==> src/hdl/scct_pkg.sv <==
`default_nettype none

package scct_pkg;

   // orientation codes of one cross product
   localparam logic [1:0] ORIENT_COLL = 2'd0;
   localparam logic [1:0] ORIENT_POS  = 2'd1;
   localparam logic [1:0] ORIENT_NEG  = 2'd2;

   // per-stage load enables shared by every lane
   typedef struct packed {
      logic s1_en;
      logic s2_en;
      logic s3_en;
   } pipe_ctl_type;

endpackage

`default_nettype wire

==> src/hdl/scct_orient_lane.sv <==
`default_nettype none

// One orientation test orient(p, q, r) plus "r inside box of p-q".
// Three register stages: differences, products, sign/zero of the cross value.
module scct_orient_lane
   import scct_pkg::*;
#(
   parameter int COORD_BITS = 16
) (
   input  wire logic                         clock,
   input  wire pipe_ctl_type                 ctl,
   input  wire logic signed [COORD_BITS-1:0] p_x,
   input  wire logic signed [COORD_BITS-1:0] p_y,
   input  wire logic signed [COORD_BITS-1:0] q_x,
   input  wire logic signed [COORD_BITS-1:0] q_y,
   input  wire logic signed [COORD_BITS-1:0] r_x,
   input  wire logic signed [COORD_BITS-1:0] r_y,
   output logic [1:0]                        code,
   output logic                              inbox
);

   localparam int DW = COORD_BITS + 1;
   localparam int PW = 2 * DW;
   localparam int CW = PW + 1;

   logic signed [DW-1:0] d1_in, d2_in, d3_in, d4_in;
   logic signed [DW-1:0] d1_ff, d2_ff, d3_ff, d4_ff;
   logic signed [PW-1:0] u_in, v_in, u_ff, v_ff;
   logic signed [CW-1:0] cross_in;
   logic [1:0]           code_in, code_ff;
   logic                 box_in, box1_ff, box2_ff, box3_ff;

   // stage 1: coordinate differences and box check
   assign d1_in = DW'(q_y) - DW'(p_y);
   assign d2_in = DW'(r_x) - DW'(q_x);
   assign d3_in = DW'(q_x) - DW'(p_x);
   assign d4_in = DW'(r_y) - DW'(q_y);

   assign box_in = ((r_x <= p_x) || (r_x <= q_x)) && ((r_x >= p_x) || (r_x >= q_x)) &&
                   ((r_y <= p_y) || (r_y <= q_y)) && ((r_y >= p_y) || (r_y >= q_y));

   // stage 2: exact products
   assign u_in = d1_ff * d2_ff;
   assign v_in = d3_ff * d4_ff;

   // stage 3: cross value sign
   assign cross_in = CW'(u_ff) - CW'(v_ff);

   always_comb begin
      if (cross_in == '0) begin
         code_in = ORIENT_COLL;
      end else if (cross_in[CW-1]) begin
         code_in = ORIENT_NEG;
      end else begin
         code_in = ORIENT_POS;
      end
   end

   always_ff @(posedge clock) begin
      if (ctl.s1_en) begin
         d1_ff   <= d1_in;
         d2_ff   <= d2_in;
         d3_ff   <= d3_in;
         d4_ff   <= d4_in;
         box1_ff <= box_in;
      end
      if (ctl.s2_en) begin
         u_ff    <= u_in;
         v_ff    <= v_in;
         box2_ff <= box1_ff;
      end
      if (ctl.s3_en) begin
         code_ff <= code_in;
         box3_ff <= box2_ff;
      end
   end

   assign code  = code_ff;
   assign inbox = box3_ff;

endmodule

`default_nettype wire

==> config.mk <==
export PLATFORM = sky130hd
export DESIGN_NAME = scct_orient_lane
export DESIGN_NICKNAME = d
export VERILOG_FILES = /design/src/hdl/scct_pkg.sv /design/src/hdl/scct_orient_lane.sv
export SDC_FILE = /design/constraint.sdc
export NUM_CORES = 2
export LEC_CHECK = 0
export BUFFER_PORTS_ARGS = -buffer_cell sky130_fd_sc_hd__buf_4
export CAP_MARGIN = 15
export CORE_UTILIZATION = 30
export CTS_CLUSTER_SIZE = 12
export DETAILED_ROUTE_END_ITERATION = 10
export GPL_ROUTABILITY_DRIVEN = 0
export SYNTH_ARGS = -nofsm -noshare
export SYNTH_HDL_FRONTEND = slang
export SYNTH_SLANG_ARGS = --single-unit
==> constraint.sdc <==
create_clock -name clock -period 20.7 [get_ports clock]
set_input_delay 2.07 -clock clock [delete_from_list [all_inputs] [get_ports clock]]
set_output_delay 2.07 -clock clock [all_outputs]
set_load 0.01 [all_outputs]
==> metrics.md <==
| Metric | Value |
|---|---|
| Mean number of vias per cell | `4.626` |
| Total die area | `106,700 µm²` |
| Clock-pin slew of the registers on the worst-case setup and hold paths | `0.07 ns` |
| Maximum fanout along the worst path | `17` |
| Startpoint type of the worst setup path | `register` |
| Maximum number of pins on one net before global-route repair | `70` |
| CP peak stage delay | `0.76 ns` |
| Number of cells after detailed placement | `4,763` |
| Min Hold Slack | `0.4208 ns` |
| Unique masters post-synth | `67` |
| Starting Density | `30.38%` |
| Final setup TNS | `0 ns` |
| Crit path max-delay cell type | `sky130_fd_sc_hd__edfxtp_1` |
| Max frequency | `0.1327 GHz` |
| Num rows | `118` |
| Library cell used as clock root buffer | `sky130_fd_sc_hd__clkbuf_16` |
| Min-Delay Path Class | `reg -> reg` |
| Overflow after GRT | `0` |
| Die W | `326.7 µm` |
| Final Hold Violating Endpoints | `0` |
| Arrival time of data at the critical path endpoint | `7.77 ns` |
| DRC violations left | `0` |
| Synthesized netlist net count | `4,364` |
| H-tree level count | `4` |
| Y dimension of the die | `326.7 µm` |
| Number of flops mapped to enable cells by yosys | `141` |
| Category of the worst setup path capture point | `register` |
| Via count of the routed design | `22.22k` |
| Largest clock skew in the final design | `0.01049 ns` |
| Wire length of the first global-routing pass | `129.9 mm` |
| Critical path start-end classification | `reg -> reg` |
| Cts repair resizes | `0` |
| Number of buffers on the longest clock path | `2` |
| Via count of the first global-routing pass | `23.92k` |
| Worst rel slew slack | `13.82%` |
| Post-layout net count | `4,401` |
| R2r setup slk | `13.16 ns` |
| Number of setup violations in the final report | `0` |
| DPL Wire Length | `66.55 mm` |
| Most used flip-flop cell after synthesis | `sky130_fd_sc_hd__edfxtp_1` |
| Area growth from synthesis to layout | `8.838%` |
| Setup repair after global routing missed its margin | `no` |
| I/O Buffers | `102` |
| Iteration-0 DRC Markers | `1,330` |
| Total detailed-routing wirelength | `78.82 mm` |
| Leading cell type in the layout, fill and taps excluded | `sky130_fd_sc_hd__inv_1` |
| Clock latency at the later pin of the worst-skew pair | `0.48 ns` |
| Share of post-route cells with drive strength above 1 | `4.422%` |
| Number of flip-flops and latches in the synthesized netlist | `141` |
| Final Non-Filler Cells | `4,802` |
| Number of iterations in the first detailed-routing pass | `5` |
| Post-synth design cell area | `31,630 µm²` |
| Ordered cell list for the critical path | `nand2_1 > fa_1 > fa_1 > fa_1 > inv_1 > fa_1 > fa_1 > inv_1 > fa_1 > inv_1 > ha_1 > a21o_1 > a21o_1 > a21oi_1 > nand2_1 > o21ai_0 > o21ai_0 > a41oi_1 > a211o_1 > nor3_1 > a211oi_1 > nor2b_1 > xnor2_1` |
| Register area share after synthesis | `13.39%` |
| Clock sinks | `141` |
| Antenna violations before repair | `9` |
| TritonCTS Buffers | `17` |
| Global-route total usage across every layer | `15.56%` |
| Transition time at the pin with the least slew margin | `1.276 ns` |
| Area inside the core boundary | `104,100 µm²` |
| Max Cap Viol | `0` |
| Final critical path time including I/O delays and setup | `7.536 ns` |
| Status | `finished, final reports clean` |
| Remaining antenna violation count | `0` |
| Final clock period utilization by the worst path | `36.40%` |
| TritonCTS clock tree | `built` |
| Number of instances in the synthesized netlist | `3,365` |
| Critical Path RT | `20.94 ns` |
| Max-slew violation total from the final report | `0` |
| Most used cells in the layout excluding fill and tap cells | `753 x sky130_fd_sc_hd__inv_1, 597 x sky130_fd_sc_hd__fa_1, 325 x sky130_fd_sc_hd__nand2_1` |
| Mean post-synth cell area | `9.399 µm²` |
| Yosys warns | `0` |
| Crit path top cell by count | `sky130_fd_sc_hd__fa_1` |
| Number of buffers added to fix hold violations after cts | `0` |
| I/O Pins | `103` |
| Setup repair bufs after CTS | `0` |
| Routed length per instance | `16.41 µm` |
| Fraction of registers with async set/reset | `0%` |
## worst paths after layout
check	endpoint	startpoint	cells past startpoint
worst max-delay path	v_ff[30]	d4_ff[2]	23
worst min-delay path	box2_ff	box1_ff	0
worst max register to register	v_ff[30]	d4_ff[2]	23
worst min register to register	box2_ff	box1_ff	0
## worst max-delay path: cells and delay by family, from the launching register on
| family | cells | cell delay (ns) |
|---|---|---|
| adders and majority gates | 7 | 3.38 |
| AOI/OAI and AO/OA | 8 | 2.43 |
| DFF | 1 | 0.76 |
| and+or+nand+nor | 4 | 0.49 |
| buffers and inverters | 3 | 0.14 |
| xor gates and xnor gates | 1 | 0.07 |
## cell usage after synthesis (7+ instances only)
master,n,area share (%)
sky130_fd_sc_hd__clkbuf_1,83,0.99
sky130_fd_sc_hd__and3_1,19,0.38
sky130_fd_sc_hd__a21oi_1,99,1.6
sky130_fd_sc_hd__ha_1,302,12
sky130_fd_sc_hd__o31ai_1,8,0.19
sky130_fd_sc_hd__nand3_1,25,0.40
sky130_fd_sc_hd__o21bai_1,8,0.19
sky130_fd_sc_hd__o2111ai_1,7,0.19
sky130_fd_sc_hd__xnor2_1,93,2.6
sky130_fd_sc_hd__nand2b_1,38,0.75
sky130_fd_sc_hd__nand2_1,325,3.9
sky130_fd_sc_hd__o21ai_0,85,1.3
sky130_fd_sc_hd__nand3b_1,7,0.17
sky130_fd_sc_hd__nor3_1,32,0.51
sky130_fd_sc_hd__fa_1,597,38
sky130_fd_sc_hd__edfxtp_1,141,13
sky130_fd_sc_hd__nor2b_1,34,0.67
sky130_fd_sc_hd__a31oi_1,7,0.14
sky130_fd_sc_hd__o21a_1,32,0.76
sky130_fd_sc_hd__a21boi_0,21,0.50
sky130_fd_sc_hd__xor2_1,23,0.64
sky130_fd_sc_hd__nor2_1,148,1.8
sky130_fd_sc_hd__a211oi_1,15,0.36
sky130_fd_sc_hd__inv_1,753,8.9
sky130_fd_sc_hd__and2_1,304,6.0
sky130_fd_sc_hd__a21o_1,45,1.1
sky130_fd_sc_hd__nand4_1,14,0.28
## layout make-up
type,count,area [µm²]
clock buffer,17,425.4
fill,10750,69670
clock inverter,15,168.9
timing repair buffer,105,788.3
multi-input combinational,2384,24230
tap,1380,1727
sequential,141,4234
antenna,7,17.52
inverter,753,2826
## registers in the layout, summed over array words and instances, names as in the netlist
signal	cells
d2_ff	17
code	2
box1_ff	1
v_ff	34
u_ff	34
d1_ff	17
d4_ff	17
inbox	1
d3_ff	17
box2_ff	1
## kinds of logic after synthesis
| group | share of synthesized area [%] |
|---|---|
| compound gates | 7.924 |
| flops | 13.39 |
| buf+inv | 9.985 |
| xor+xnor | 3.212 |
| fa+ha+maj | 49.74 |
| simple gates | 15.53 |
| mux | 0.2255 |
## metal layers
layer  wire [µm]  vias up  track usage (%)
li1            -    10520                -
met1       34000    11140            20.04
met2       38160      464            26.51
met3        4122       90            2.380
met4        2523        2            5.282
met5          13        -                0
## metrics by stage
| stage | utilization [%] | instance area, µm² | setup WS, ns |
|---|---|---|---|
| 6_report | 33.07 | 34420 | 13.16 |
| 5_1_grt | 33.05 | 34400 | 12.74 |
| 4_1_cts | 33.05 | 34400 | 13.21 |
| 3_5_place_dp | 32.48 | 33810 | 13.23 |
| 3_3_place_gp | 32.48 | 33810 | 13.27 |
| 2_1_floorplan | - | 31630 | 13.97 |
Power is not shown: default switching activity piles up to over one toggle a cycle in this logic, so the estimate is an artifact.
